[src/rtl/swrm_pkg.sv]
// Shared types, constants and CRC-8 helper for the single-wire
// request/response master. No dependencies.
package swrm_pkg;

  // Session phase codes
  localparam logic [2:0] PH_IDLE     = 3'd0;
  localparam logic [2:0] PH_START    = 3'd1;
  localparam logic [2:0] PH_REQUEST  = 3'd2;
  localparam logic [2:0] PH_WAIT     = 3'd3;
  localparam logic [2:0] PH_RESPONSE = 3'd4;
  localparam logic [2:0] PH_STOP     = 3'd5;

  // Input opcodes
  localparam logic OP_TICK  = 1'b0;
  localparam logic OP_START = 1'b1;

  // Configuration register indexes
  localparam logic CFG_CRC_SEED     = 1'b0;
  localparam logic CFG_ERROR_WARMUP = 1'b1;

  // Configuration reset values
  localparam logic [7:0] CRC_SEED_RST     = 8'hAC;
  localparam logic [9:0] ERROR_WARMUP_RST = 10'd100;

  // CRC polynomial and slot lengths
  localparam logic [7:0] CRC_POLY       = 8'h07;
  localparam logic [5:0] START_SLOTS    = 6'd1;
  localparam logic [5:0] REQUEST_SLOTS  = 6'd16;
  localparam logic [5:0] WAIT_SLOTS     = 6'd2;
  localparam logic [5:0] RESPONSE_SLOTS = 6'd32;
  localparam logic [5:0] STOP_SLOTS     = 6'd2;

  // One input item
  typedef struct packed {
    logic       opcode;
    logic [7:0] request_byte;
    logic       pin_sample;
  } cmd_t;

  // One result item
  typedef struct packed {
    logic        line_level;
    logic        line_drive;
    logic        busy_res;
    logic        done_res;
    logic        crc_ok;
    logic [23:0] payload;
    logic [31:0] sessions_seen;
    logic [31:0] crc_errors;
  } res_t;

  // Configuration write
  typedef struct packed {
    logic       wr;
    logic       index;
    logic [9:0] data;
  } cfg_wr_t;

  // CRC-8, MSB first, no reflection, one byte
  function automatic logic [7:0] crc8_step(logic [7:0] crc, logic [7:0] v);
    logic [7:0] c;
    c = crc ^ v;
    for (int i = 0; i < 8; i++) begin
      if (c[7]) begin
        c = {c[6:0], 1'b0} ^ CRC_POLY;
      end else begin
        c = {c[6:0], 1'b0};
      end
    end
    return c;
  endfunction

endpackage

[src/rtl/swrm_in_reg.sv]
// Input register stage for the single-wire master.
// Depends on swrm_pkg for the item type.
module swrm_in_reg (
  input  logic          clk_i,
  input  logic          rst_ni,
  input  logic          valid_i,
  output logic          stall_o,
  input  swrm_pkg::cmd_t cmd_i,
  output logic          valid_o,
  input  logic          take_i,
  output swrm_pkg::cmd_t cmd_o
);

  logic           valid_q, valid_d;
  swrm_pkg::cmd_t cmd_q;
  logic           load;

  // Hold a waiting item until the engine takes it
  assign stall_o = valid_q && !take_i;
  assign load    = valid_i && !stall_o;

  always_comb begin
    valid_d = valid_q;
    if (load) begin
      valid_d = 1'b1;
    end else if (take_i) begin
      valid_d = 1'b0;
    end
  end

  always_ff @(posedge clk_i or negedge rst_ni) begin
    if (!rst_ni) begin
      valid_q <= 1'b0;
    end else begin
      valid_q <= valid_d;
    end
  end

  always_ff @(posedge clk_i) begin
    if (load) begin
      cmd_q <= cmd_i;
    end
  end

  assign valid_o = valid_q;
  assign cmd_o   = cmd_q;

endmodule

[src/rtl/swrm_engine.sv]
// Session state, configuration registers and per-tick next-state logic.
// Depends on swrm_pkg for phase codes, types and the CRC-8 function.
module swrm_engine (
  input  logic             clk_i,
  input  logic             rst_ni,
  input  swrm_pkg::cfg_wr_t cfg_i,
  input  logic             fire_i,
  input  swrm_pkg::cmd_t    cmd_i,
  output swrm_pkg::res_t    res_o
);

  logic [7:0]  seed_q;
  logic [9:0]  warm_q;
  logic [2:0]  phase_q, phase_d;
  logic [5:0]  slot_q, slot_d, slot_dec;
  logic [31:0] shift_q, shift_d, word;
  logic        lvl_q, lvl_d, en_q, en_d;
  logic [23:0] pay_q, pay_d;
  logic        ok_q, ok_d;
  logic [31:0] ses_q, ses_d, err_q, err_d;
  logic        done;
  logic [7:0]  req_crc, rsp_crc;

  // Configuration writes
  always_ff @(posedge clk_i or negedge rst_ni) begin
    if (!rst_ni) begin
      seed_q <= swrm_pkg::CRC_SEED_RST;
      warm_q <= swrm_pkg::ERROR_WARMUP_RST;
    end else if (cfg_i.wr) begin
      case (cfg_i.index)
        swrm_pkg::CFG_CRC_SEED:     seed_q <= cfg_i.data[7:0];
        swrm_pkg::CFG_ERROR_WARMUP: warm_q <= cfg_i.data;
        default: ;
      endcase
    end
  end

  assign slot_dec = slot_q - 6'd1;
  assign word     = {shift_q[30:0], cmd_i.pin_sample};
  assign req_crc  = swrm_pkg::crc8_step(seed_q, cmd_i.request_byte);
  assign rsp_crc  = swrm_pkg::crc8_step(
                      swrm_pkg::crc8_step(
                        swrm_pkg::crc8_step(seed_q, word[31:24]), word[23:16]),
                      word[15:8]);

  // Advance the session by one tick or restart it
  always_comb begin
    phase_d = phase_q;
    slot_d  = slot_q;
    shift_d = shift_q;
    lvl_d   = lvl_q;
    en_d    = en_q;
    pay_d   = pay_q;
    ok_d    = ok_q;
    ses_d   = ses_q;
    err_d   = err_q;
    done    = 1'b0;
    if (cmd_i.opcode == swrm_pkg::OP_START) begin
      phase_d = swrm_pkg::PH_START;
      shift_d = {cmd_i.request_byte, req_crc, 16'h0000};
      slot_d  = swrm_pkg::START_SLOTS;
      en_d    = 1'b1;
      lvl_d   = 1'b0;
    end else if (phase_q != swrm_pkg::PH_IDLE) begin
      slot_d = slot_dec;
      case (phase_q)
        swrm_pkg::PH_START: begin
          if (slot_dec == 6'd0) begin
            slot_d  = swrm_pkg::REQUEST_SLOTS;
            phase_d = swrm_pkg::PH_REQUEST;
          end
        end
        swrm_pkg::PH_REQUEST: begin
          lvl_d   = shift_q[31];
          shift_d = {shift_q[30:0], 1'b0};
          if (slot_dec == 6'd0) begin
            slot_d  = swrm_pkg::WAIT_SLOTS;
            phase_d = swrm_pkg::PH_WAIT;
          end
        end
        swrm_pkg::PH_WAIT: begin
          if (slot_dec == 6'd0) begin
            slot_d  = swrm_pkg::RESPONSE_SLOTS;
            phase_d = swrm_pkg::PH_RESPONSE;
          end
          // release the line one slot before the response
          if (slot_dec == 6'd1) begin
            en_d  = 1'b0;
            lvl_d = 1'b1;
          end
        end
        swrm_pkg::PH_RESPONSE: begin
          shift_d = word;
          if (slot_dec == 6'd0) begin
            slot_d  = swrm_pkg::STOP_SLOTS;
            phase_d = swrm_pkg::PH_STOP;
            lvl_d   = 1'b1;
            en_d    = 1'b1;
            ses_d   = ses_q + 32'd1;
            pay_d   = word[31:8];
            ok_d    = (rsp_crc == word[7:0]);
            if (!ok_d && (ses_d > {22'd0, warm_q})) begin
              err_d = err_q + 32'd1;
            end
            done = 1'b1;
          end
        end
        swrm_pkg::PH_STOP: begin
          if (slot_dec == 6'd0) begin
            phase_d = swrm_pkg::PH_IDLE;
          end
        end
        default: begin
          phase_d = swrm_pkg::PH_IDLE;
        end
      endcase
    end
  end

  // Commit state when an item passes through
  always_ff @(posedge clk_i or negedge rst_ni) begin
    if (!rst_ni) begin
      phase_q <= swrm_pkg::PH_IDLE;
      slot_q  <= 6'd0;
      shift_q <= 32'd0;
      lvl_q   <= 1'b1;
      en_q    <= 1'b1;
      pay_q   <= 24'd0;
      ok_q    <= 1'b0;
      ses_q   <= 32'd0;
      err_q   <= 32'd0;
    end else if (fire_i) begin
      phase_q <= phase_d;
      slot_q  <= slot_d;
      shift_q <= shift_d;
      lvl_q   <= lvl_d;
      en_q    <= en_d;
      pay_q   <= pay_d;
      ok_q    <= ok_d;
      ses_q   <= ses_d;
      err_q   <= err_d;
    end
  end

  assign res_o.line_level    = lvl_d;
  assign res_o.line_drive    = en_d;
  assign res_o.busy_res      = (phase_d != swrm_pkg::PH_IDLE);
  assign res_o.done_res      = done;
  assign res_o.crc_ok        = ok_d;
  assign res_o.payload       = pay_d;
  assign res_o.sessions_seen = ses_d;
  assign res_o.crc_errors    = err_d;

endmodule

[src/rtl/swrm_out_reg.sv]
// Result register for the single-wire master.
// Depends on swrm_pkg for the result type.
module swrm_out_reg (
  input  logic          clk_i,
  input  logic          rst_ni,
  input  logic          valid_i,
  output logic          ready_o,
  input  swrm_pkg::res_t res_i,
  output logic          valid_o,
  input  logic          stall_i,
  output swrm_pkg::res_t res_o
);

  logic           valid_q;
  swrm_pkg::res_t res_q;

  // Space when empty or when the held result leaves this cycle
  assign ready_o = !valid_q || !stall_i;

  always_ff @(posedge clk_i or negedge rst_ni) begin
    if (!rst_ni) begin
      valid_q <= 1'b0;
    end else if (ready_o) begin
      valid_q <= valid_i;
    end
  end

  always_ff @(posedge clk_i) begin
    if (ready_o && valid_i) begin
      res_q <= res_i;
    end
  end

  assign valid_o = valid_q;
  assign res_o   = res_q;

endmodule

[src/rtl/single_wire_request_response_master_top.sv]
// An item passes through the input register and then the result register.
// One item per cycle without an output stall; a tick needs a shift, a count and CRC-8.
// A stall on the output holds the result register and then the input register.
// Reset (async, active low): phase idle, line driven high, counters and payload zero,
// crc_seed 0xAC, error_warmup 100. Configuration writes are always ready.
module single_wire_request_response_master_top (
  input  logic        clk_i,
  input  logic        rst_ni,
  input  logic        in_valid_i,
  output logic        in_stall_o,
  input  logic        opcode_i,
  input  logic [7:0]  request_byte_i,
  input  logic        pin_sample_i,
  output logic        out_valid_o,
  input  logic        out_stall_i,
  output logic        line_level_o,
  output logic        line_drive_o,
  output logic        busy_res_o,
  output logic        done_res_o,
  output logic        crc_ok_o,
  output logic [23:0] payload_o,
  output logic [31:0] sessions_seen_o,
  output logic [31:0] crc_errors_o,
  input  logic        cfg_valid_i,
  output logic        cfg_ready_o,
  input  logic        cfg_index_i,
  input  logic [9:0]  cfg_data_i
);

  swrm_pkg::cmd_t    cmd_in, cmd_q;
  swrm_pkg::res_t    res_d, res_q;
  swrm_pkg::cfg_wr_t cfg;
  logic              cmd_valid, out_ready, fire;

  assign cmd_in.opcode       = opcode_i;
  assign cmd_in.request_byte = request_byte_i;
  assign cmd_in.pin_sample   = pin_sample_i;

  assign cfg_ready_o = 1'b1;
  assign cfg.wr      = cfg_valid_i && cfg_ready_o;
  assign cfg.index   = cfg_index_i;
  assign cfg.data    = cfg_data_i;

  // Advance an item when the result register has room
  assign fire = cmd_valid && out_ready;

  swrm_in_reg u_in_reg (
    .clk_i   (clk_i),
    .rst_ni  (rst_ni),
    .valid_i (in_valid_i),
    .stall_o (in_stall_o),
    .cmd_i   (cmd_in),
    .valid_o (cmd_valid),
    .take_i  (fire),
    .cmd_o   (cmd_q)
  );

  swrm_engine u_engine (
    .clk_i  (clk_i),
    .rst_ni (rst_ni),
    .cfg_i  (cfg),
    .fire_i (fire),
    .cmd_i  (cmd_q),
    .res_o  (res_d)
  );

  swrm_out_reg u_out_reg (
    .clk_i   (clk_i),
    .rst_ni  (rst_ni),
    .valid_i (cmd_valid),
    .ready_o (out_ready),
    .res_i   (res_d),
    .valid_o (out_valid_o),
    .stall_i (out_stall_i),
    .res_o   (res_q)
  );

  assign line_level_o    = res_q.line_level;
  assign line_drive_o    = res_q.line_drive;
  assign busy_res_o      = res_q.busy_res;
  assign done_res_o      = res_q.done_res;
  assign crc_ok_o        = res_q.crc_ok;
  assign payload_o       = res_q.payload;
  assign sessions_seen_o = res_q.sessions_seen;
  assign crc_errors_o    = res_q.crc_errors;

endmodule

[config.mk]
export PLATFORM = sky130hd
export DESIGN_NAME = single_wire_request_response_master_top
export DESIGN_NICKNAME = d
export VERILOG_FILES = /design/src/rtl/swrm_pkg.sv /design/src/rtl/swrm_in_reg.sv /design/src/rtl/swrm_engine.sv /design/src/rtl/swrm_out_reg.sv /design/src/rtl/single_wire_request_response_master_top.sv
export SDC_FILE = /design/constraint.sdc
export NUM_CORES = 1
export LEC_CHECK = 0
export ABC_CLOCK_PERIOD_IN_PS = 5400
export BUFFER_PORTS_ARGS = -buffer_cell sky130_fd_sc_hd__buf_4
export CAP_MARGIN = 10
export CORE_MARGIN = 1.5
export CORE_UTILIZATION = 48
export DETAILED_ROUTE_END_ITERATION = 16
export GPL_TIMING_DRIVEN = 0
export HOLD_SLACK_MARGIN = 0.02
export PLACE_DENSITY = 0.76
export REMOVE_ABC_BUFFERS = 1
export SLEW_MARGIN = 10
export SYNTH_ARGS = -nofsm -noshare
export SYNTH_HDL_FRONTEND = slang
export SYNTH_SLANG_ARGS = --single-unit
[constraint.sdc]
create_clock -name clk_i -period 5.4 [get_ports clk_i]
set_input_delay 0.54 -clock clk_i [delete_from_list [all_inputs] [get_ports clk_i]]
set_output_delay 0.54 -clock clk_i [all_outputs]
set_load 0.02 [all_outputs]
* Yosys cells after proc, flatten, opt, wreduce, memory -nomap -nowiden *
Index checks and enable logic that the tools add are counted.

word-level totals
  register bits = 255
  input port bits = 26
  output and inout bits = 96
  logic and storage cells = 175

operators by class
  add/sub/neg operators = 3
  order comparisons = 1
  equality and inequality tests = 7
  muxes and demuxes = 79
  bitwise logic cells = 39
  reduce and logical (&&, ||, !) cells = 22

operators by type and width
  cell                                                                 count
  32-bit two-way mux                                                   11
  3-bit two-way mux                                                    39
  24-bit two-way mux                                                   4
  3-bit NOT                                                            32
  32-bit by 1-bit adder with 32-bit output (second input constant)     2
  32-bit case mux with 2 select lines                                  1
  32-bit by 10-bit > comparator with 1-bit output                      1
  8-bit bitwise XOR                                                    4
  6-bit two-way mux                                                    5
  6-bit case mux with 3 select lines                                   1
  1-bit two-way mux                                                    15
  3-bit case mux with 5 select lines                                   1
  3-bit nonzero test                                                   3
  8-bit == test                                                        1
  3-bit by 2-bit == test with 1-bit output (second input constant)     2
  3-bit == test (second input constant)                                2
  6-bit by 1-bit == test with 1-bit output (second input constant)     1
  6-bit zero test                                                      1
  2-bit AND reduction                                                  3
  6-bit by 1-bit subtractor with 6-bit output (second input constant)  1
  1-bit zero test                                                      5
  1-bit logical AND                                                    4
  2-bit nonzero test                                                   2
  3-bit by 1-bit == test with 1-bit output (second input constant)     1
  7 further kinds                                                      9

* Depth between registers and ports, before layout *
  depth in word-level cells = 59
  mapped depth = 17

* Modules after synthesis *
From an unflattened synthesis, not the netlist that was laid out.

second synthesis, totals
  cells, all modules = 1164
  area total of the unflattened synthesis = 13135.1 µm²

modules (own cells, without submodules)
  module                                   instances  cells an instance  area an instance (µm²)  seq. area each (µm²)
  swrm_engine                              1          1049               9919.5                  3764.9
  swrm_out_reg                             1          97                 2840.2                  2817.7
  swrm_in_reg                              1          15                 357.8                   325.3
  single_wire_request_response_master_top  1          3                  17.5                    0.0

* Worst setup path before layout *
Ideal clock, no wire load.

  kind = in2reg
  start = input out_stall_i
  end = register u_engine.phase_q[1]
  arrival time = 4136 ps
  required time = 5101 ps
  path slack = 965 ps
  stages = 6
  cell sequence = nand2_1 -> nand2_1 -> inv_2 -> clkbuf_1 -> buf_1 -> o32ai_1

between the ends
  word-level cells in the longest chain between the ends = 3

RTL lines
  element               RTL line                                       source
  from (decl)           single_wire_request_response_master_top.sv:15  input logic out_stall_i,
  1-bit zero test       swrm_out_reg.sv:18                             assign ready_o = !valid_q || !stall_i;
  1-bit logical OR      swrm_out_reg.sv:18
  1-bit logical AND     single_wire_request_response_master_top.sv:45  assign fire = cmd_valid && out_ready;
  via fire              single_wire_request_response_master_top.sv:33  logic cmd_valid, out_ready, fire;
  to (signal assigned)  swrm_engine.sv:123                             phase_q <= swrm_pkg::PH_IDLE;
  to (signal assigned)  swrm_engine.sv:133                             phase_q <= phase_d;
  to (decl)             swrm_engine.sv:14                              logic [2:0] phase_q, phase_d;

The timed path passes the listed nets, and every way through them passes these cells.
A chain may end at the register's enable or synchronous reset.

* Final worst setup path *
  start = register, netlist name u_in_reg.cmd_o[9]
  end = register u_engine.err_q[1]

between the ends
  word-level cells in the longest chain between the ends = 1

RTL lines
  element               RTL line            source
  32-bit two-way mux    swrm_engine.sv:58   if (cmd_i.opcode == swrm_pkg::OP_START) begin
  to (signal assigned)  swrm_engine.sv:141  err_q <= err_d;
  to (decl)             swrm_engine.sv:20   logic [31:0] ses_q, ses_d, err_q, err_d;

Every way passes these cells.

==> flow_metrics.env <==
export IMPL_grt_use_total=0.198
export IMPL_worstHoldPathType="in -> reg"
export IMPL_grt_overflow=0
export IMPL_async_flop_share=0.596
export IMPL_nNetsFinal=1367
export IMPL_antenna_cells=0
export IMPL_hold_slack_ns=0.174
export IMPL_drive_above_1_share=0.163
export IMPL_yosysWarnings=0
export IMPL_fin_crit_ns=4.97
export IMPL_synth_area_per_cell_sq_um=10.6
export IMPL_ant_nets=0
export IMPL_cts_tree="built"
export IMPL_synth_top_area_cell="dfrtp_1"
export IMPL_fp_dieH_um=168
export IMPL_rows=60
export IMPL_status="finished, final reports clean"
export IMPL_area_growth_pct=16.7
export IMPL_route_detailed_drc=0
export IMPL_ir_worst_vdd_v=0.000560
export IMPL_vias_per_cell=5.45
export IMPL_setup_viol=0
export IMPL_wl_met2_um=13200
export IMPL_synth_main_ff_cell="dfrtp_1"
export IMPL_cap_violations=0
export IMPL_cp_max_fo=61
export IMPL_cts_num_sinks=255
export IMPL_p_total_mw=7.05
export IMPL_crit_buf_inv=2
export IMPL_timing_final_crit_share=0.921
export IMPL_seq_area_frac_synth=0.527
export IMPL_critical_path_max_stage_delay_ns=1.10
export IMPL_worstSetupEndpointType="register"
export IMPL_boundaryPins=122
export IMPL_leakagePower_nw=6.98
export IMPL_utilization=0.569
export IMPL_wl_per_cell_um=16.4
export IMPL_firstDrtPassIters=5
export IMPL_core_sq_um=26900
export IMPL_die_w_um=168
export IMPL_grt_pass1_vias=8978
export IMPL_netlist_instances=1241
export IMPL_first_iter_violations=687
export IMPL_synth_edf_count=103
export IMPL_synth_area_leaders="dfrtp_1, edfxtp_1, nand2_1, xnor2_1, xor2_1"
export IMPL_antenna_found_initial=0
export IMPL_relSlewSlack=0.238
export IMPL_clkTransAtPathRegs_ns=0.06
export IMPL_cts_buffer_depth=3
export IMPL_path_delay_family="simple AND/OR/NAND/NOR gates"
export IMPL_cts_root_buf="clkbuf_16"
export IMPL_critPathSlowestCell="edfxtp_1"
export IMPL_fin_skew_ns=0.0105
export IMPL_clkLatencyLatePin_ns=0.54
export IMPL_fmax_mhz=201
export IMPL_initial_utilization=0.488
export IMPL_dr_total_vias=9201
export IMPL_die_area_sq_um=28300
export IMPL_yosysUniqueCellTypes=59
export IMPL_worstPathRequired_ns=5.82
export IMPL_final_cells=1689
export IMPL_wl_met1_um=12500
export IMPL_placed_cell_area_sq_um=14300
export IMPL_syn_area_sq_um=13100
export IMPL_critPathKind="reg -> reg"
export IMPL_slew_viol_final=0
export IMPL_placed_cells=1636
export IMPL_met3WireLength_um=1280
export IMPL_synth_ff_latch_count=255
export IMPL_rsz0062_at_grt="no"
export IMPL_grt_max_degree=92
export IMPL_arrival_ns=5.40
export IMPL_wl_um=27600
export IMPL_grt_pass1_wl_um=45600
export IMPL_gp_congestion=0.875
export IMPL_path_cells="inv_1, and3_1, nand2_4, clkinv_2, nand2_2, nor3_1, mux2_1"
export IMPL_io_buffer_count=120
export IMPL_h_tree_depth=1
export IMPL_critPathLaunchType="register"
export IMPL_synth_top_cell_area_share=0.273
export IMPL_final_hold_viol_count=0
export IMPL_finish_instance_area_sq_um=15300
export IMPL_dp_hpwl_um=18300
export IMPL_top_layer="met4"
export IMPL_tightest_slew_ns=1.13
export IMPL_pwr_density_cell_nw_per_um2=461
export IMPL_numCtsBuffers=28
## where the power goes
part	switching (mW)	internal [mW]
clock network	0.773	1.24
registers	0.177	2.19
logic	1.34	1.33
## stage by stage
step	setup WS, ns	TNS (ns)
2_1_floorplan	0.752	0
3_3_place_gp	-1.44	-100.45
3_5_place_dp	0.254	0
4_1_cts	0.222	0
5_1_grt	0.0798	0
6_report	0.426	0
## placed cells by master (no fill, tap or decap), types with 5 or more instances in the layout
cell type | Yosys | layout
a21oi_1 | 21 | 21
a22o_1 | 15 | 15
and2_1 | 7 | 7
and3_1 | 17 | 16
and4_1 | 6 | 6
buf_4 | 3 | 120
bufinv_16 | 0 | 5
clkbuf_16 | 0 | 29
clkinv_2 | 0 | 8
dfrtp_1 | 143 | 143
dfstp_2 | 9 | 9
edfxtp_1 | 103 | 103
ha_1 | 15 | 15
inv_1 | 27 | 27
mux2_2 | 21 | 21
mux2i_1 | 12 | 12
nand2_1 | 253 | 249
nand2b_1 | 7 | 7
nand3_1 | 40 | 40
nand4_1 | 18 | 18
nor2_1 | 48 | 48
nor3_1 | 41 | 41
nor4_1 | 36 | 35
nor4b_1 | 7 | 7
o21ai_0 | 39 | 39
or3_1 | 12 | 12
or4_1 | 11 | 11
xnor2_1 | 107 | 107
xnor3_1 | 13 | 13
xor2_1 | 94 | 94
## cell usage after synthesis, types with 12 or more instances
cell        n
nand2_1   253
and3_1     17
a22o_1     15
mux2_2     21
buf_2      13
nor3_1     41
mux2i_1    12
xor2_1     94
ha_1       15
o21ai_0    39
or3_1      12
nand4_1    18
inv_1      27
edfxtp_1  103
nand3_1    40
xnor2_1   107
xnor3_1    13
a21oi_1    21
clkbuf_1   46
nor2_1     48
dfrtp_1   143
nor4_1     36
## path summary, 6_finish.rpt
path / slack (ns) / cells after the start / startpoint / end
max: 0.43 / 7 / u_in_reg.cmd_o[9] / u_engine.err_q[1]
min: 0.17 / 1 / request_byte_i[7] / u_in_reg.cmd_o[8]
max reg2reg: 0.43 / 7 / u_in_reg.cmd_o[9] / u_engine.err_q[1]
min reg2reg: 0.46 / 2 / u_engine.en_q / u_engine.en_q
max in group asynchronous: 4.06 / 3 / rst_ni / u_engine.ses_q[13]
min in group asynchronous: 0.52 / 2 / rst_ni / u_engine.pay_q[2]
## registers in the layout, indices dropped and copies added, names as in the netlist
name / count
u_in_reg.valid_o: 1
u_engine.pay_q: 24
u_engine.lvl_q: 1
u_engine.ok_q: 1
u_engine.ses_q: 32
u_engine.seed_q: 8
u_engine.shift_q: 32
u_engine.err_q: 32
u_in_reg.cmd_o: 10
u_out_reg.valid_o: 1
u_out_reg.res_o: 93
u_engine.slot_q: 6
u_engine.en_q: 1
u_engine.phase_q: 3
u_engine.warm_q: 10
## metal layers
metal	up-vias	global-route usage
met5	-	0
met3	45	0.0273
met2	232	0.332
li1	4444	-
met4	0	0.0575
met1	4480	0.268
## cell type report
cell class | count | area [sq um]
Sequential cell | 255 | 6910
Clock inverter | 19 | 221
Tap cell | 341 | 427
Timing Repair Buffer | 130 | 1070
Multi-Input combinational cell | 882 | 5800
Fill cell | 2243 | 11600
Inverter | 29 | 115
Clock buffer | 33 | 761
## worst register-to-register path: stages (launching register included)
cell      delay (ns)
edfxtp_1        1.10
inv_1           0.46
and3_1          0.36
nand2_4         0.59
clkinv_2        0.95
nand2_2         0.88
nor3_1          0.17
mux2_1          0.35
## what timing repair did
action / in CTS / in global routing
setup buffers: 0 / 0
resized for setup: 0 / 2
hold buffers: 1 / 0
hold endpoints to repair: 57 / 0
setup endpoints to repair: 0 / 1
## kinds of logic after synthesis
group,count (synthesis),share of synthesized area
other,1,0.000286
muxes,35,0.0289
AOI/OAI and AO/OA,96,0.0473
adders and majority gates,16,0.0151
buffers and inverters,104,0.0325
DFF,255,0.527
and+or+nand+nor,515,0.185
xor gates and xnor gates,219,0.164
No activity file was read; power rests on OpenSTA's default activity.
